==> src/hdl/hcd_pkg.sv <==
// Package: shared constants, types and mod-26 helpers for the Hill decrypt unit
package hcd_pkg;

    localparam int unsigned DIM       = 3;
    localparam int unsigned MODULUS   = 26;
    localparam int unsigned LETTER_W  = 5;
    localparam int unsigned KEY_ROW_W = DIM * LETTER_W;
    localparam int unsigned CFG_IDX_W = 2;
    localparam int unsigned PROD_W    = 2 * LETTER_W;       // 5x5 product
    localparam int unsigned SUM_W     = PROD_W + 2;         // sum of three products
    localparam int unsigned RED_W     = 12;                 // mod26 input width
    localparam int unsigned RECIP_SH  = 16;
    localparam int unsigned RECIP_26  = 2521;               // ceil(2^16 / 26)
    localparam int unsigned ADJ_W     = 11;
    localparam int unsigned ADJ_BIAS  = MODULUS * MODULUS;  // keeps cofactors positive

    typedef enum logic [CFG_IDX_W-1:0] {
        CFG_KEY_ROW_ZERO = 2'd0,
        CFG_KEY_ROW_ONE  = 2'd1,
        CFG_KEY_ROW_TWO  = 2'd2
    } t_cfg_idx;

    typedef logic [LETTER_W-1:0] t_letter;

    // inverse key as seen by the datapath, plus derivation status
    typedef struct packed {
        logic [DIM-1:0][DIM-1:0][LETTER_W-1:0] entries;
        logic                                  ready;
        logic                                  busy;
    } t_inv_key;

    // v mod 26 for v < 4096: reciprocal multiply, remainder is exact in range
    function automatic t_letter mod26(input logic [RED_W-1:0] v);
        logic [2*RED_W-1:0] p;
        logic [RED_W-1:0]   q;
        logic [RED_W-1:0]   r;
        p = (2*RED_W)'(v) * (2*RED_W)'(RECIP_26);
        q = RED_W'(p >> RECIP_SH);
        r = v - RED_W'(q * RED_W'(MODULUS));
        return LETTER_W'(r);
    endfunction

    // multiplicative inverse mod 26, zero when none exists
    function automatic t_letter inv26(input t_letter d);
        t_letter x;
        case (d)
            5'd1:    x = 5'd1;
            5'd3:    x = 5'd9;
            5'd5:    x = 5'd21;
            5'd7:    x = 5'd15;
            5'd9:    x = 5'd3;
            5'd11:   x = 5'd19;
            5'd15:   x = 5'd7;
            5'd17:   x = 5'd23;
            5'd19:   x = 5'd11;
            5'd21:   x = 5'd5;
            5'd23:   x = 5'd17;
            5'd25:   x = 5'd25;
            default: x = 5'd0;
        endcase
        return x;
    endfunction

endpackage

==> src/hdl/hcd_if.sv <==


interface hcd_cfg_if;
    logic                                 valid;
    logic                                 ready;
    logic [hcd_pkg::CFG_IDX_W-1:0]        index;
    logic [hcd_pkg::KEY_ROW_W-1:0]        data;
    modport source(output valid, index, data, input ready);
    modport sink(input valid, index, data, output ready);
endinterface

==> src/hdl/hcd_key_deriv.sv <==
// Key store and multi-cycle derivation of the inverse key mod 26
module hcd_key_deriv (
    input  logic              i_clk,
    input  logic              i_rst_n,
    hcd_cfg_if.sink           i_cfg,
    output hcd_pkg::t_inv_key o_key
);
    localparam int unsigned N = hcd_pkg::DIM;
    localparam int unsigned W = hcd_pkg::LETTER_W;

    typedef enum logic [7:0] {
        ST_IDLE   = 8'b0000_0001,
        ST_REDUCE = 8'b0000_0010,
        ST_ADJ    = 8'b0000_0100,
        ST_ADJMOD = 8'b0000_1000,
        ST_DET    = 8'b0001_0000,
        ST_DINV   = 8'b0010_0000,
        ST_INVP   = 8'b0100_0000,
        ST_INV    = 8'b1000_0000
    } t_state;

    t_state r_state, n_state;

    logic [N-1:0][hcd_pkg::KEY_ROW_W-1:0]     r_key_row;
    logic [N-1:0][N-1:0][W-1:0]               r_k;
    logic [N-1:0][N-1:0][hcd_pkg::ADJ_W-1:0]  r_adj;
    logic [N-1:0][N-1:0][W-1:0]               r_adjm;
    logic [hcd_pkg::SUM_W-1:0]                r_det;
    logic [W-1:0]                             r_dinv;
    logic [N-1:0][N-1:0][hcd_pkg::PROD_W-1:0] r_prod;
    logic [N-1:0][N-1:0][W-1:0]               r_inv;
    logic                                     r_ready;

    logic cfg_wr;

    // a*b - c*d biased by 26*26 so it stays positive and keeps its residue
    function automatic logic [hcd_pkg::ADJ_W-1:0] cofactor(
        input logic [W-1:0] a, input logic [W-1:0] b,
        input logic [W-1:0] c, input logic [W-1:0] d);
        logic [hcd_pkg::ADJ_W-1:0] pos;
        logic [hcd_pkg::ADJ_W-1:0] neg;
        pos = hcd_pkg::ADJ_W'(a) * hcd_pkg::ADJ_W'(b);
        neg = hcd_pkg::ADJ_W'(c) * hcd_pkg::ADJ_W'(d);
        return pos + hcd_pkg::ADJ_W'(hcd_pkg::ADJ_BIAS) - neg;
    endfunction

    assign i_cfg.ready = (r_state == ST_IDLE);
    assign cfg_wr      = i_cfg.valid && i_cfg.ready;

    always_comb begin
        case (r_state)
            ST_IDLE:   n_state = cfg_wr ? ST_REDUCE : ST_IDLE;
            ST_REDUCE: n_state = ST_ADJ;
            ST_ADJ:    n_state = ST_ADJMOD;
            ST_ADJMOD: n_state = ST_DET;
            ST_DET:    n_state = ST_DINV;
            ST_DINV:   n_state = ST_INVP;
            ST_INVP:   n_state = ST_INV;
            ST_INV:    n_state = ST_IDLE;
            default:   n_state = ST_IDLE;
        endcase
    end

    always_ff @(posedge i_clk) begin
        if (!i_rst_n) begin
            r_state   <= ST_IDLE;
            r_key_row <= '0;
            r_ready   <= 1'b0;
        end else begin
            r_state <= n_state;
            if (cfg_wr) begin
                case (i_cfg.index)
                    hcd_pkg::CFG_KEY_ROW_ZERO: r_key_row[0] <= i_cfg.data;
                    hcd_pkg::CFG_KEY_ROW_ONE:  r_key_row[1] <= i_cfg.data;
                    hcd_pkg::CFG_KEY_ROW_TWO:  r_key_row[2] <= i_cfg.data;
                    default: ;
                endcase
            end
            if (r_state == ST_INV) begin
                r_ready <= (r_dinv != '0);
            end
        end
    end

    // derivation chain runs freely; the sequencer only times the final load
    always_ff @(posedge i_clk) begin
        for (int r = 0; r < N; r++) begin
            for (int c = 0; c < N; c++) begin
                if (r_key_row[r][W*c +: W] >= W'(hcd_pkg::MODULUS)) begin
                    r_k[r][c] <= r_key_row[r][W*c +: W] - W'(hcd_pkg::MODULUS);
                end else begin
                    r_k[r][c] <= r_key_row[r][W*c +: W];
                end
                r_adjm[r][c] <= hcd_pkg::mod26(hcd_pkg::RED_W'(r_adj[r][c]));
                r_prod[r][c] <= hcd_pkg::PROD_W'(r_dinv) * hcd_pkg::PROD_W'(r_adjm[r][c]);
            end
        end

        r_adj[0][0] <= cofactor(r_k[1][1], r_k[2][2], r_k[1][2], r_k[2][1]);
        r_adj[0][1] <= cofactor(r_k[0][2], r_k[2][1], r_k[0][1], r_k[2][2]);
        r_adj[0][2] <= cofactor(r_k[0][1], r_k[1][2], r_k[0][2], r_k[1][1]);
        r_adj[1][0] <= cofactor(r_k[1][2], r_k[2][0], r_k[1][0], r_k[2][2]);
        r_adj[1][1] <= cofactor(r_k[0][0], r_k[2][2], r_k[0][2], r_k[2][0]);
        r_adj[1][2] <= cofactor(r_k[0][2], r_k[1][0], r_k[0][0], r_k[1][2]);
        r_adj[2][0] <= cofactor(r_k[1][0], r_k[2][1], r_k[1][1], r_k[2][0]);
        r_adj[2][1] <= cofactor(r_k[0][1], r_k[2][0], r_k[0][0], r_k[2][1]);
        r_adj[2][2] <= cofactor(r_k[0][0], r_k[1][1], r_k[0][1], r_k[1][0]);

        // determinant by first-row expansion against the reduced cofactors
        r_det  <= hcd_pkg::SUM_W'(hcd_pkg::PROD_W'(r_k[0][0]) * hcd_pkg::PROD_W'(r_adjm[0][0]))
                + hcd_pkg::SUM_W'(hcd_pkg::PROD_W'(r_k[0][1]) * hcd_pkg::PROD_W'(r_adjm[1][0]))
                + hcd_pkg::SUM_W'(hcd_pkg::PROD_W'(r_k[0][2]) * hcd_pkg::PROD_W'(r_adjm[2][0]));
        r_dinv <= hcd_pkg::inv26(hcd_pkg::mod26(hcd_pkg::RED_W'(r_det)));

        if (r_state == ST_INV) begin
            for (int r = 0; r < N; r++) begin
                for (int c = 0; c < N; c++) begin
                    r_inv[r][c] <= hcd_pkg::mod26(hcd_pkg::RED_W'(r_prod[r][c]));
                end
            end
        end
    end

    assign o_key.entries = r_inv;
    assign o_key.ready   = r_ready;
    assign o_key.busy    = (r_state != ST_IDLE);

endmodule

==> src/flat_wrapper.sv <==
// flat-port wrapper written by rule: the top's interface ports become plain ports
module hcd_key_deriv_flat 
  (i_clk, i_rst_n, o_key, i_cfg_valid, i_cfg_index, i_cfg_data, i_cfg_ready);
  hcd_cfg_if i_cfg_i ();
  input  logic i_clk;
  input  logic i_rst_n;
  output hcd_pkg::t_inv_key o_key;
  input wire logic [$bits(i_cfg_i.valid)-1:0] i_cfg_valid;
  input wire logic [$bits(i_cfg_i.index)-1:0] i_cfg_index;
  input wire logic [$bits(i_cfg_i.data)-1:0] i_cfg_data;
  output wire logic [$bits(i_cfg_i.ready)-1:0] i_cfg_ready;
  assign i_cfg_i.valid = i_cfg_valid;
  assign i_cfg_i.index = i_cfg_index;
  assign i_cfg_i.data = i_cfg_data;
  assign i_cfg_ready = i_cfg_i.ready;
  hcd_key_deriv u_core (.i_clk(i_clk), .i_rst_n(i_rst_n), .i_cfg(i_cfg_i), .o_key(o_key));
endmodule
==> config.mk <==
export PLATFORM = sky130hd
export DESIGN_NAME = hcd_key_deriv_flat
export DESIGN_NICKNAME = d
export VERILOG_FILES = /design/src/hdl/hcd_pkg.sv /design/src/hdl/hcd_if.sv /design/src/hdl/hcd_key_deriv.sv /design/src/flat_wrapper.sv
export SDC_FILE = /design/constraint.sdc
export NUM_CORES = 2
export LEC_CHECK = 0
export BUFFER_PORTS_ARGS = -buffer_cell sky130_fd_sc_hd__buf_4
export CORE_AREA = 5 5 395 397
export DETAILED_ROUTE_END_ITERATION = 7
export DIE_AREA = 0 0 400 402
export GPL_TIMING_DRIVEN = 0
export PLACE_DENSITY = 0.73
export SLEW_MARGIN = 10
export SYNTH_ARGS = -nofsm -noshare
export SYNTH_HDL_FRONTEND = slang
export SYNTH_SLANG_ARGS = --single-unit
==> constraint.sdc <==
create_clock -name i_clk -period 9.3 [get_ports i_clk]
set_input_delay 2.325 -clock i_clk [delete_from_list [all_inputs] [get_ports i_clk]]
set_output_delay 2.325 -clock i_clk [all_outputs]
set_load 0.02 [all_outputs]
==> metrics.csv <==
metric,value,unit
holdWs,0.373,ns
fin_tns_setup,0,ns
hp-class,reg -> reg,
path_max_fanout,10,
final_antenna_net_count,0,
cts-root-buf,clkbuf_16,
vias,49700,
clock_latency,0.67,ns
slowest_stage,clkbuf_1,
synth_edf_count,45,
cts_repair_resize_count,0,
ys_types,73,
crit_type,reg -> reg,
synth_cells,7635,
dp_slack,1.58,ns
cts_buffers,53,
fmax,128,MHz
overflow,0,
netlist.top_cell.by_area,fa_1,
coreArea,152000,um^2
dr.pass1.iters,6,
synth_top_family_by_area,adder cells,
die_h,402,um
synth-simple-area-share,8.00,%
wl,157000,um
synthTopCellsByArea,"fa_1 30%, ha_1 29%, inv_1 11%",
synth_top_cell_area_share,29.7,%
cp_slowest_stage_delay,0.72,ns
synthFlopType,dfxtp_1,
postCtsSetupBuffers,0,
cts_tree,built,
syn2layout_area_growth,6.63,%
fin_worst_skew,0.0478,ns
portBuffers,67,
placed_area,77100,um^2
avgSynthCellArea,9.69,um^2
start_util,48.8,%
run_status,"finished, final reports clean",
fin_ws,1.52,ns
synth-adder-area-share,58.9,%
finalSetupViolations,0,
period_minus_slack,7.78,ns
synthMuxAreaShare,0.379,%
period_share,83.7,%
required,9.89,ns
grt_pass1_vias,54800,
critPathCaptureType,flop,
fin_area,78900,um^2
clkTransAtPathRegs,0.06,ns
cts_hold_buf,0,
wl_per_cell,16.0,um
crit_arrival,8.38,ns
post-route-util,52.1,%
fin_cells,9835,
grt_pass1_wl,267000,um
place.gp.congestion,0.921,
drc,0,
tightest_slew,1.04,ns
syn_area,74000,um^2
grtUsageTotal,20.3,%
num_rows,143,
start_kind,flop,
nets,10600,
grt_max_degree,41,
ys.warnings.count,0,
yosysSeqAreaShare,11.3,%
dpl.hpwl,133000,um
viasPerCell,5.05,
powerDensity,195,nW/um^2
io_pins,68,
drive_gt1_share,2.52,%
finalPower,15.4,mW
power.leakage,44.9,nW
rsz0062_at_grt,false,
placed_cells,9733,
die_w,400,um
slew_headroom,30.6,%
finalHoldViolCount,0,
antenna_found_initial,3,
slew_violations,0,
dieArea,161000,um^2
clkSinkCount,395,
drt_iter0_drc,1977,
ys_ff_latch,395,
cts.path.max_buffers,3,
syn_nets,10500,
synth_xor_area_share,4.67,%
htree_levels,2,
vdd_drop_max,0.000384,V
drv_cap,0,
worst_path_most_repeated_cell,fa_1,
synthArstFlopShare,0,%
synth_compound_area_share,5.29,%
-- logic make-up after synthesis --
group / after synthesis
adder cells (fa/ha/maj): 2825
buffers and inverters: 2250
AND/OR/NAND/NOR: 1134
AO/OA/AOI/OAI: 620
flip-flops: 395
XOR/XNOR: 383
multiplexers: 28
-- registers in the layout (all words and copies together), names as in the netlist --
name	count
u_core.o_key	45
u_core.r_adj	99
u_core.r_adjm	45
u_core.r_det	12
u_core.r_dinv	5
u_core.r_k	45
u_core.r_key_row	45
u_core.r_prod	90
u_core.r_ready	1
u_core.r_state	8
-- synth_stat cells, types with 69 or more instances --
cell	n
nor2_1	117
ha_1	1727
a21o_1	74
nand2_1	355
and2_1	520
clkbuf_1	132
o21ai_0	69
xnor2_1	318
a21oi_1	258
dfxtp_1	350
fa_1	1098
inv_1	2107
o21bai_1	75
-- routing by layer --
metal	GRT usage (%)	share of wire, %	up-vias
li1	-	-	23800
met1	25.9	42	24500
met2	35.5	49	1049
met3	2.77	5.1	325
met4	6.46	3.6	2
met5	0	0.0070	-
-- layout make-up --
cell class                 instances  area (um^2)
buffer                           142          571
antenna                            2         5.00
clock buffer                      66         1530
multi-input combinational       4990        57200
clock inverter                    34          293
inverter                        2108         7910
fill                           13400        72600
sequential                       395         8360
timing repair buffer              68          531
tap                             2030         2540
-- where the power goes --
| part | total [mW] | switching [mW] | internal [mW] |
|---|---|---|---|
| Clock | 2.11 | 0.895 | 1.22 |
| Sequential | 2.30 | 0.288 | 2.01 |
| Combinational | 11.0 | 6.00 | 5.00 |
| Total | 15.4 | 7.19 | 8.23 |
-- worst max-delay path: cells and delay by family (launching register included) --
family | cells | cell delay, ns
adders and majority gates | 10 | 4.59
AOI/OAI and AO/OA | 6 | 0.98
buffers and inverters | 5 | 0.91
DFF | 1 | 0.51
and+or+nand+nor | 3 | 0.41
xor gates and xnor gates | 2 | 0.33
-- worst paths after layout --
path | start | cells after the start | slack [ns] | endpoint
min | u_core.r_key_row[30] | 0 | 0.37 | u_core.r_k[30]
min reg2reg | u_core.r_key_row[30] | 0 | 0.37 | u_core.r_k[30]
max reg2reg | u_core.r_k[2] | 26 | 1.52 | u_core.r_det[10]
max | u_core.r_k[2] | 26 | 1.52 | u_core.r_det[10]
-- placed cells by master, fill, tap and decap left out, drive strengths merged, types with 9 or more instances in the layout --
master   instances
nor3            20
o21a            17
xnor2          319
mux2i           28
nor2           118
nor2b           13
a211oi           9
a21boi           9
a2111oi          9
a221oi           9
nand3           19
edfxtp          45
o21ai           72
xor2            57
or2             12
nand2b          16
ha            1727
buf             76
and2           520
dfxtp          350
a31oi           11
clkbuf         200
a21oi          258
nand4           19
fa            1098
a21o            74
o21bai          75
inv           2114
clkinv          24
or3             10
o31ai           23
nand2          355
Power figures use the tool's default switching activity.
