<file path="config.mk">
export PLATFORM = sky130hd
export DESIGN_NAME = hcd_mat_pipe_flat
export DESIGN_NICKNAME = d
export VERILOG_FILES = /design/src/hdl/hcd_pkg.sv /design/src/hdl/hcd_if.sv /design/src/hdl/hcd_mat_pipe.sv /design/src/flat_wrapper.sv
export SDC_FILE = /design/constraint.sdc
export NUM_CORES = 1
export LEC_CHECK = 0
export ABC_AREA = 0
export BUFFER_PORTS_ARGS = -buffer_cell sky130_fd_sc_hd__buf_4
export CORE_MARGIN = 2
export CORE_UTILIZATION = 65
export DETAILED_ROUTE_END_ITERATION = 8
export GPL_TIMING_DRIVEN = 0
export PLACE_DENSITY = 0.83
export SLEW_MARGIN = 15
export SYNTH_ARGS = -nofsm -noshare
export SYNTH_HDL_FRONTEND = slang
export SYNTH_SLANG_ARGS = --single-unit
</file>
<file path="constraint.sdc">
create_clock -name i_clk -period 6.7 [get_ports i_clk]
set_input_delay 0.335 -clock i_clk [delete_from_list [all_inputs] [get_ports i_clk]]
set_output_delay 0.335 -clock i_clk [all_outputs]
set_load 0.05 [all_outputs]
</file>
<file path="src/hdl/hcd_pkg.sv">
// Package: shared constants, types and mod-26 helpers for the Hill decrypt unit
package hcd_pkg;

    localparam int unsigned DIM       = 3;
    localparam int unsigned MODULUS   = 26;
    localparam int unsigned LETTER_W  = 5;
    localparam int unsigned KEY_ROW_W = DIM * LETTER_W;
    localparam int unsigned CFG_IDX_W = 2;
    localparam int unsigned PROD_W    = 2 * LETTER_W;       // 5x5 product
    localparam int unsigned SUM_W     = PROD_W + 2;         // sum of three products
    localparam int unsigned RED_W     = 12;                 // mod26 input width
    localparam int unsigned RECIP_SH  = 16;
    localparam int unsigned RECIP_26  = 2521;               // ceil(2^16 / 26)
    localparam int unsigned ADJ_W     = 11;
    localparam int unsigned ADJ_BIAS  = MODULUS * MODULUS;  // keeps cofactors positive

    typedef enum logic [CFG_IDX_W-1:0] {
        CFG_KEY_ROW_ZERO = 2'd0,
        CFG_KEY_ROW_ONE  = 2'd1,
        CFG_KEY_ROW_TWO  = 2'd2
    } t_cfg_idx;

    typedef logic [LETTER_W-1:0] t_letter;

    // inverse key as seen by the datapath, plus derivation status
    typedef struct packed {
        logic [DIM-1:0][DIM-1:0][LETTER_W-1:0] entries;
        logic                                  ready;
        logic                                  busy;
    } t_inv_key;

    // v mod 26 for v < 4096: reciprocal multiply, remainder is exact in range
    function automatic t_letter mod26(input logic [RED_W-1:0] v);
        logic [2*RED_W-1:0] p;
        logic [RED_W-1:0]   q;
        logic [RED_W-1:0]   r;
        p = (2*RED_W)'(v) * (2*RED_W)'(RECIP_26);
        q = RED_W'(p >> RECIP_SH);
        r = v - RED_W'(q * RED_W'(MODULUS));
        return LETTER_W'(r);
    endfunction

    // multiplicative inverse mod 26, zero when none exists
    function automatic t_letter inv26(input t_letter d);
        t_letter x;
        case (d)
            5'd1:    x = 5'd1;
            5'd3:    x = 5'd9;
            5'd5:    x = 5'd21;
            5'd7:    x = 5'd15;
            5'd9:    x = 5'd3;
            5'd11:   x = 5'd19;
            5'd15:   x = 5'd7;
            5'd17:   x = 5'd23;
            5'd19:   x = 5'd11;
            5'd21:   x = 5'd5;
            5'd23:   x = 5'd17;
            5'd25:   x = 5'd25;
            default: x = 5'd0;
        endcase
        return x;
    endfunction

endpackage

</file>
<file path="src/hdl/hcd_if.sv">
// Interfaces: ciphertext, plaintext and configuration channels
interface hcd_cipher_if;
    logic               valid;
    logic               ready;
    hcd_pkg::t_letter   cipher_letter_a;
    hcd_pkg::t_letter   cipher_letter_b;
    hcd_pkg::t_letter   cipher_letter_c;
    modport source(output valid, cipher_letter_a, cipher_letter_b, cipher_letter_c,
                   input ready);
    modport sink(input valid, cipher_letter_a, cipher_letter_b, cipher_letter_c,
                 output ready);
endinterface

interface hcd_plain_if;
    logic               valid;
    logic               ready;
    hcd_pkg::t_letter   plain_letter_a;
    hcd_pkg::t_letter   plain_letter_b;
    hcd_pkg::t_letter   plain_letter_c;
    logic               key_not_invertible;
    modport source(output valid, plain_letter_a, plain_letter_b, plain_letter_c,
                   key_not_invertible, input ready);
    modport sink(input valid, plain_letter_a, plain_letter_b, plain_letter_c,
                 key_not_invertible, output ready);
endinterface


</file>
<file path="src/hdl/hcd_mat_pipe.sv">
// Three-stage matrix-vector pipeline mod 26 with per-stage valid and stall
module hcd_mat_pipe (
    input  logic              i_clk,
    input  logic              i_rst_n,
    input  hcd_pkg::t_inv_key i_key,
    hcd_cipher_if.sink        i_cipher,
    hcd_plain_if.source       o_plain
);
    localparam int unsigned N = hcd_pkg::DIM;
    localparam int unsigned W = hcd_pkg::LETTER_W;

    logic [N-1:0][W-1:0] in_vec;

    logic                                     r_v1, r_v2, r_v3;
    logic                                     r_nk1, r_nk2, r_nk3;
    logic [N-1:0][N-1:0][hcd_pkg::PROD_W-1:0] r_prod1;
    logic [N-1:0][hcd_pkg::SUM_W-1:0]         r_sum2;
    logic [N-1:0][W-1:0]                      r_out3;

    logic en1, en2, en3, in_acc;

    assign in_vec[0] = i_cipher.cipher_letter_a;
    assign in_vec[1] = i_cipher.cipher_letter_b;
    assign in_vec[2] = i_cipher.cipher_letter_c;

    // a stage moves when it is empty or the stage after it moves
    assign en3            = !r_v3 || o_plain.ready;
    assign en2            = !r_v2 || en3;
    assign en1            = !r_v1 || en2;
    assign i_cipher.ready = en1 && !i_key.busy;
    assign in_acc         = i_cipher.valid && i_cipher.ready;

    always_ff @(posedge i_clk) begin
        if (!i_rst_n) begin
            r_v1 <= 1'b0;
            r_v2 <= 1'b0;
            r_v3 <= 1'b0;
        end else begin
            if (en1) r_v1 <= in_acc;
            if (en2) r_v2 <= r_v1;
            if (en3) r_v3 <= r_v2;
        end
    end

    always_ff @(posedge i_clk) begin
        if (en1) begin
            r_nk1 <= !i_key.ready;
            for (int r = 0; r < N; r++) begin
                for (int c = 0; c < N; c++) begin
                    r_prod1[r][c] <= hcd_pkg::PROD_W'(i_key.entries[r][c])
                                   * hcd_pkg::PROD_W'(in_vec[c]);
                end
            end
        end
        if (en2) begin
            r_nk2 <= r_nk1;
            for (int r = 0; r < N; r++) begin
                r_sum2[r] <= hcd_pkg::SUM_W'(r_prod1[r][0]) + hcd_pkg::SUM_W'(r_prod1[r][1])
                           + hcd_pkg::SUM_W'(r_prod1[r][2]);
            end
        end
        if (en3) begin
            r_nk3 <= r_nk2;
            for (int r = 0; r < N; r++) begin
                r_out3[r] <= r_nk2 ? '0 : hcd_pkg::mod26(hcd_pkg::RED_W'(r_sum2[r]));
            end
        end
    end

    assign o_plain.valid              = r_v3;
    assign o_plain.plain_letter_a     = r_out3[0];
    assign o_plain.plain_letter_b     = r_out3[1];
    assign o_plain.plain_letter_c     = r_out3[2];
    assign o_plain.key_not_invertible = r_nk3;

endmodule

</file>
<file path="src/flat_wrapper.sv">
// flat-port wrapper written by rule: the top's interface ports become plain ports
module hcd_mat_pipe_flat 
  (i_clk, i_rst_n, i_key, i_cipher_valid, i_cipher_cipher_letter_a, i_cipher_cipher_letter_b, i_cipher_cipher_letter_c, i_cipher_ready, o_plain_valid, o_plain_plain_letter_a, o_plain_plain_letter_b, o_plain_plain_letter_c, o_plain_key_not_invertible, o_plain_ready);
  hcd_cipher_if i_cipher_i ();
  hcd_plain_if o_plain_i ();
  input  logic i_clk;
  input  logic i_rst_n;
  input  hcd_pkg::t_inv_key i_key;
  input wire logic [$bits(i_cipher_i.valid)-1:0] i_cipher_valid;
  input wire logic [$bits(i_cipher_i.cipher_letter_a)-1:0] i_cipher_cipher_letter_a;
  input wire logic [$bits(i_cipher_i.cipher_letter_b)-1:0] i_cipher_cipher_letter_b;
  input wire logic [$bits(i_cipher_i.cipher_letter_c)-1:0] i_cipher_cipher_letter_c;
  output wire logic [$bits(i_cipher_i.ready)-1:0] i_cipher_ready;
  output wire logic [$bits(o_plain_i.valid)-1:0] o_plain_valid;
  output wire logic [$bits(o_plain_i.plain_letter_a)-1:0] o_plain_plain_letter_a;
  output wire logic [$bits(o_plain_i.plain_letter_b)-1:0] o_plain_plain_letter_b;
  output wire logic [$bits(o_plain_i.plain_letter_c)-1:0] o_plain_plain_letter_c;
  output wire logic [$bits(o_plain_i.key_not_invertible)-1:0] o_plain_key_not_invertible;
  input wire logic [$bits(o_plain_i.ready)-1:0] o_plain_ready;
  assign i_cipher_i.valid = i_cipher_valid;
  assign i_cipher_i.cipher_letter_a = i_cipher_cipher_letter_a;
  assign i_cipher_i.cipher_letter_b = i_cipher_cipher_letter_b;
  assign i_cipher_i.cipher_letter_c = i_cipher_cipher_letter_c;
  assign i_cipher_ready = i_cipher_i.ready;
  assign o_plain_valid = o_plain_i.valid;
  assign o_plain_plain_letter_a = o_plain_i.plain_letter_a;
  assign o_plain_plain_letter_b = o_plain_i.plain_letter_b;
  assign o_plain_plain_letter_c = o_plain_i.plain_letter_c;
  assign o_plain_key_not_invertible = o_plain_i.key_not_invertible;
  assign o_plain_i.ready = o_plain_ready;
  hcd_mat_pipe u_core (.i_clk(i_clk), .i_rst_n(i_rst_n), .i_key(i_key), .i_cipher(i_cipher_i), .o_plain(o_plain_i));
endmodule
</file>
==> impl_metrics.py, run 1 <==
metrics = {
    "clock_network": {
        "clk_transition_reported_paths_ns": 0.07,
        "numCtsBuffers": 17,
        "cts_hold_buffers": 0,
        "cts_setup_buffers": 0,
        "clkSinkCount": 147,
        "cts_tree": "done",
        "cts-root-to-sink-buffers": 2,
        "post_cts.resized_instances": 0,
        "clock-root-buffer": "clkbuf_16",
        "clock_insertion_delay_worst_skew_ns": 0.43,
        "cts_max_level": 4,
    },
    "critical_path": {
        "reg2regPathDepth": 24,
        "critical_path.reg2reg.startpoint": "u_core.r_sum2[16]",
        "crit_fanout": 8,
        "r2r_slack_ns": 0.41,
        "critPathRequiredTime_ns": 6.98,
        "timing.critical_path.arrival_ns": 6.57,
        "endpoint_kind": "register",
        "crit-reg2reg-capture": "u_core.o_plain.plain_letter_b[4]",
        "critPathLaunchType": "register",
        "criticalPathCategory": "reg2reg",
    },
    "sta": {
        "finalCriticalPeriod_ns": 6.29,
        "layout_worst_path_cycle_share_pct": 93.9,
        "clock-skew-final_ns": 0.0108,
        "post-route-worst-setup-slack_ns": 0.411,
        "slew_viol_final": 0,
        "worst_slew_pin_slew_ns": 0.856,
        "worst_slew_margin_rel_pct": 42.8,
        "fin_setup_tns_ns": 0,
        "final-setup-viol-count": 0,
        "final-hold-violation-count": 0,
        "rsz0062_at_grt": "no",
        "fmax_mhz": 159,
    },
    "yosys": {
        "ys_ff_latch": 147,
        "synth_sequential_area_ratio_pct": 22.0,
        "synth_top_flop_cell": "edfxtp_1",
        "mux_contribution_to_synthesized_area_pct": 0.251,
        "post_synth_instance_area_mm2": 0.0199,
        "yosys.area_share.adder_pct": 47.4,
        "synth_top_family_by_area": "adder cells",
        "postSynthNetCount": 2602,
        "synth_cells": 1909,
        "synthDominantCellAreaShare_pct": 26.0,
        "area_fraction_in_compound_gates_after_synthesis_pct": 7.78,
        "fraction_of_registers_with_async_set_reset_pct": 0,
        "synth-edff-count": 144,
        "post_syn_area_per_cell_um2": 10.4,
        "cells_taking_the_most_area_after_synthesis": "ha_1 26%, edfxtp_1 22%, fa_1 21%",
        "synthXorXnorAreaFrac_pct": 6.41,
        "synth.distinct_cells": 48,
        "synth_top_area_cell": "ha_1",
        "ys_warn_count": 0,
        "synth_simple_gate_area_share_pct": 8.26,
    },
    "run_status": {
        "run_status": "completed",
    },
    "detailed_routing": {
        "routedWlPerCell_um": 16.3,
        "final_antenna_net_count": 0,
        "drc_errors": 0,
        "vias": 13400,
        "vias_per_cell": 5.54,
        "initialDrtViolationCount": 701,
        "drt-total-wl_mm": 39.6,
        "drt_pre_antenna_iters": 7,
    },
    "die": {
        "area_enclosed_by_the_die_boundary_mm2": 0.0321,
        "die-width_um": 179,
        "effective_utilization_at_floorplan_pct": 65.6,
        "core.rowCount": 64,
        "coreArea_mm2": 0.0303,
        "io_count": 84,
        "dieHeight_um": 179,
    },
    "cells_and_area": {
        "layout-area-overhead-vs-synth_pct": 8.84,
        "finish.net_count": 2705,
        "design_area_mm2": 0.0217,
        "leading_cell_type_in_the_layout_fill_and_taps_excluded": "ha_1",
        "post_route_cells_drive_above_1_share_pct": 6.52,
        "layout.cells.most_common_list": "414 x ha_1, 391 x inv_1, 213 x fa_1",
        "layout.core_utilization_pct": 71.4,
    },
    "placed_design": {
        "globalplace.congestion": 0.906,
        "buffer_ports.inserted": 83,
        "place_worst_setup_slack_ns": 0.306,
        "detailed_place.area_mm2": 0.0211,
        "hpwl_mm": 32.3,
    },
    "global_route": {
        "grt_util_all_layers_pct": 27.0,
        "globalRouteOverflowTotal": 0,
        "antenna_found_initial": 5,
        "grt_start_max_net_pins": 56,
        "grt_pass1_wl_mm": 67.9,
        "first_global_vias": 14700,
    },
    "min_path": {
        "class_of_the_most_critical_hold_timing_path": "in2reg",
        "whs_endpoint": "u_core.r_v2",
        "hold_path_cell_cnt": 2,
        "hold_start": "i_rst_n",
    },
    "run": {
        "drv_cap": 0,
    },
}
Yosys cell counts (16+ instances only):
| library cell | count |
|---|---|
| nor2_1 | 33 |
| inv_1 | 391 |
| fa_1 | 213 |
| xnor2_1 | 106 |
| xor2_1 | 32 |
| ha_1 | 414 |
| nand2_1 | 125 |
| and2_1 | 129 |
| a21oi_1 | 105 |
| o21ai_1 | 16 |
| o21bai_1 | 41 |
| a21o_1 | 39 |
| edfxtp_1 | 144 |
| clkbuf_1 | 17 |
critical path, cell delays in order, from the launching register on:
cell,delay [ns]
edfxtp_1,0.63
fa_1,0.48
inv_1,0.07
fa_1,0.43
fa_1,0.49
inv_1,0.06
fa_1,0.52
inv_1,0.05
fa_1,0.41
inv_1,0.07
ha_1,0.24
a21o_1,0.18
a21oi_1,0.19
a21boi_0,0.19
a21o_1,0.26
a21o_1,0.21
a21oi_1,0.21
xnor2_1,0.10
ha_1,0.27
inv_1,0.04
ha_1,0.30
a21oi_1,0.19
xnor2_1,0.11
xnor2_1,0.21
mux2i_1,0.21
cell families after synthesis:
kind of cell	after synthesis
adders and majority gates	627
buffers and inverters	417
and+or+nand+nor	329
AOI/OAI and AO/OA	243
DFF	147
xor gates and xnor gates	141
muxes	5
worst max path at each step:
| stage | depth (start not counted) | endpoint | slack (ns) | start |
|---|---|---|---|---|
| floorplan | 24 | u_core.o_plain.plain_letter_c[4] | 0.84 | u_core.r_sum2[27] |
| global placement | 24 | u_core.o_plain.plain_letter_c[4] | 0.43 | u_core.r_sum2[27] |
| detailed placement | 24 | u_core.o_plain.plain_letter_c[4] | 0.31 | u_core.r_sum2[27] |
| CTS | 24 | u_core.o_plain.plain_letter_c[4] | 0.25 | u_core.r_sum2[28] |
| global route | 24 | u_core.o_plain.plain_letter_c[4] | 0.01 | u_core.r_sum2[28] |
| finish | 24 | u_core.o_plain.plain_letter_b[4] | 0.41 | u_core.r_sum2[16] |
per-layer routing:
| layer | wire (µm) | global-route usage, % | up-vias | share of wire (%) |
|---|---|---|---|---|
| met5 | 31 | 0 | - | 0.078 |
| met4 | 1400 | 11.0 | 4 | 3.5 |
| met3 | 1670 | 3.80 | 105 | 4.2 |
| met2 | 20900 | 50.0 | 291 | 53 |
| met1 | 15700 | 31.3 | 6579 | 40 |
| li1 | - | - | 6459 | - |
state kept, by name, indices dropped and copies added (netlist names), 5 cells and up:
name / count
u_core.o_plain.plain_letter_b: 5
u_core.r_sum2: 36
u_core.o_plain.plain_letter_a: 5
u_core.o_plain.plain_letter_c: 5
u_core.r_prod1: 90
per-stage QoR:
stage	hold slack, ns	cells
global route	0.161	2423
finish	0.165	2424
CTS	0.150	2421
floorplan	0.400	1909
global placement	0.401	2388
detailed placement	0.406	2389
layout make-up:
| cell class | count | area [µm²] |
|---|---|---|
| Antenna cell | 3 | 7.51 |
| Buffer | 17 | 63.8 |
| Clock buffer | 17 | 425 |
| Sequential cell | 147 | 4380 |
| Clock inverter | 15 | 160 |
| Timing Repair Buffer | 84 | 651 |
| Tap cell | 396 | 495 |
| Fill cell | 2072 | 8680 |
| Inverter | 400 | 1500 |
| Multi-Input combinational cell | 1345 | 14000 |
Power of run 1 is left out: the tool's default activity adds up to more than one toggle a clock period on the data nets, which glitch-free logic cannot reach.
==> inputs of run 2 (changes only) <==
--- a/config.mk
+++ b/config.mk
@@ -7,6 +7,7 @@
 export LEC_CHECK = 0
 export ABC_AREA = 0
 export BUFFER_PORTS_ARGS = -buffer_cell sky130_fd_sc_hd__buf_4
+export CORE_ASPECT_RATIO = 0.8
 export CORE_MARGIN = 2
 export CORE_UTILIZATION = 65
 export DETAILED_ROUTE_END_ITERATION = 8
==> run 2 against run 1 <==
Compared with the run above:
- via count decreased by 0.51%
- non-clock buffer count grew 10
- register-to-register slack hardly changed
- sequential share of layout area shrank 0.083 points
- routed wire length fell by 0.23%
- cell count up 0.99%
- worst setup slack better by 0.0080 ns
- critical path depth unchanged
- maximum frequency up 0.13%
- critical path type unchanged
- die area is essentially flat
- critical endpoint unchanged
==> impl_metrics.py, run 2 (same netlist as run 1, synthesis figures left out) <==
metrics = {
    "cells_and_area": {
        "antennaDiodeCount": 0,
        "layout-area-overhead-vs-synth_pct": 9.29,
        "layout.core_utilization_pct": 72.0,
        "regMostFlops": "u_core.r_prod1",
        "layout.cells.most_common_list": "414 x ha_1, 391 x inv_1, 213 x fa_1",
        "post_route_cells_drive_above_1_share_pct": 6.83,
        "layout_top_registers": "u_core.r_prod1 x90, u_core.r_sum2 x36",
        "leading_cell_type_in_the_layout_fill_and_taps_excluded": "ha_1",
        "finish.net_count": 2715,
        "max_reg_flops": 90,
    },
    "critical_path": {
        "critPathRequiredTime_ns": 6.98,
        "crit-reg2reg-capture": "u_core.o_plain.plain_letter_b[4]",
        "critical_path.cell_chain": "fa_1, inv_1, fa_1, fa_1, inv_1, fa_1, inv_1, fa_1, inv_1, ha_1, a21o_1, a21oi_1, a21boi_0, a21o_1, a21o_1, a21oi_1, xnor2_1, ha_1, inv_1, ha_1, a21oi_1, xnor2_1, xnor2_1, mux2i_1",
        "crit_fanout": 8,
        "r2r_slack_ns": 0.42,
        "critical_path.reg2reg.startpoint": "u_core.r_sum2[16]",
        "critPathLaunchType": "register",
        "criticalPathCategory": "reg2reg",
        "reg2regPathDepth": 24,
        "endpoint_kind": "register",
        "crit_path_max_incr_delay_ns": 0.59,
        "timing.critical_path.arrival_ns": 6.56,
        "cpMaxStageDelayCell": "edfxtp_1",
    },
    "clock_network": {
        "clk_transition_reported_paths_ns": 0.07,
        "cts_tree": "done",
        "clock-root-buffer": "clkbuf_16",
        "cts-root-to-sink-buffers": 2,
        "cts_max_level": 4,
        "clkSinkCount": 147,
        "numCtsBuffers": 17,
        "cts_hold_buffers": 0,
        "clock_insertion_delay_worst_skew_ns": 0.44,
    },
    "die": {
        "die-width_um": 200,
        "coreArea_mm2": 0.0302,
        "area_enclosed_by_the_die_boundary_mm2": 0.0321,
        "dieHeight_um": 161,
        "io_count": 84,
        "core.rowCount": 57,
        "effective_utilization_at_floorplan_pct": 65.9,
    },
    "min_path": {
        "whs_endpoint": "u_core.o_plain.valid",
        "hold_start": "i_rst_n",
        "hold_path_cell_cnt": 2,
        "class_of_the_most_critical_hold_timing_path": "in2reg",
    },
    "detailed_routing": {
        "vias": 13400,
        "routedWlPerCell_um": 16.2,
        "drt_pre_antenna_iters": 5,
        "drt-total-wl_mm": 39.5,
        "final_antenna_net_count": 0,
        "drc_errors": 0,
        "initialDrtViolationCount": 588,
        "vias_per_cell": 5.46,
    },
    "sta": {
        "fmax_mhz": 159,
        "fin_setup_tns_ns": 0,
        "clock-skew-final_ns": 0.0145,
        "rsz0062_at_grt": "no",
        "final-hold-violation-count": 0,
        "layout_worst_path_cycle_share_pct": 93.7,
        "final-setup-viol-count": 0,
        "finalCriticalPeriod_ns": 6.28,
        "slew_viol_final": 0,
        "worst_slew_pin_slew_ns": 0.772,
        "worst_slew_margin_rel_pct": 48.5,
        "worst_hold_slack_ns": 0.120,
    },
    "run": {
        "drv_cap": 0,
    },
    "global_route": {
        "antenna_found_initial": 0,
        "grt_pass1_wl_mm": 67.5,
        "grt_start_max_net_pins": 54,
        "grt_util_all_layers_pct": 26.7,
        "first_global_vias": 14500,
        "globalRouteOverflowTotal": 0,
    },
    "placed_design": {
        "globalplace.congestion": 0.914,
        "buffer_ports.inserted": 83,
        "hpwl_mm": 32.9,
    },
    "run_status": {
        "run_status": "completed",
    },
}
## run 2: changes by cell type in the layout (fill, tap and decap cells not counted), moves of 2 or more
cell      before  now
buf_12         0    2
buf_4         83   92
clkbuf_1      17   20
diode_2        3    0
inv_6          6    4
inv_8          5    1
## run 2: what timing repair did
item                                    4_1_cts  5_1_grt
buffers inserted                              0        9
hold endpoints to repair                      0        0
resized for setup                             0        1
endpoints found under the setup margin        0        2
## run 2: layout make-up
class | count | area, µm²
plain buffers | 17 | 63.8
repair buffers | 94 | 731
multi-input cells | 1345 | 14000
well taps | 413 | 517
fillers | 2115 | 8480
inverters | 400 | 1500
flip-flops and latches | 147 | 4380
clock inverters | 12 | 144
clock buffers | 20 | 437
## run 2: stage by stage
step,worst slack (ns),cell area (µm²),std cells
after floorplan,0.842,19900,1909
after global placement,0.466,21100,2405
after detailed placement,0.297,21100,2407
after CTS,0.263,21700,2439
after global routing,0.0227,21800,2448
final,0.419,21800,2448
## run 2: critical path, delay by kind of cell (launching register included)
family          cells  cell delay [ns]
fa+ha+maj           8             3.06
xor+xnor            3             0.48
buf+inv             5             0.32
mux                 1             0.22
compound gates      7             1.44
flops               1             0.59
## run 2: per-layer routing
metal	track usage, %	wire, µm	vias to the layer above
met5	0	0	-
li1	-	-	6476
met1	35.0	17500	6512
met2	45.9	19500	297
met4	9.83	1270	0
met3	3.09	1290	84
## run 2: worst max-delay path by stage
stage	end	slack, ns	from
final	u_core.o_plain.plain_letter_b[4]	0.42	u_core.r_sum2[16]
after global routing	u_core.o_plain.plain_letter_c[4]	0.02	u_core.r_sum2[29]
after CTS	u_core.o_plain.plain_letter_c[4]	0.26	u_core.r_sum2[28]
after detailed placement	u_core.o_plain.plain_letter_c[4]	0.30	u_core.r_sum2[28]
after global placement	u_core.o_plain.plain_letter_c[4]	0.47	u_core.r_sum2[27]
after floorplan	u_core.o_plain.plain_letter_c[4]	0.84	u_core.r_sum2[27]
Power of run 2 is left out for the same reason.
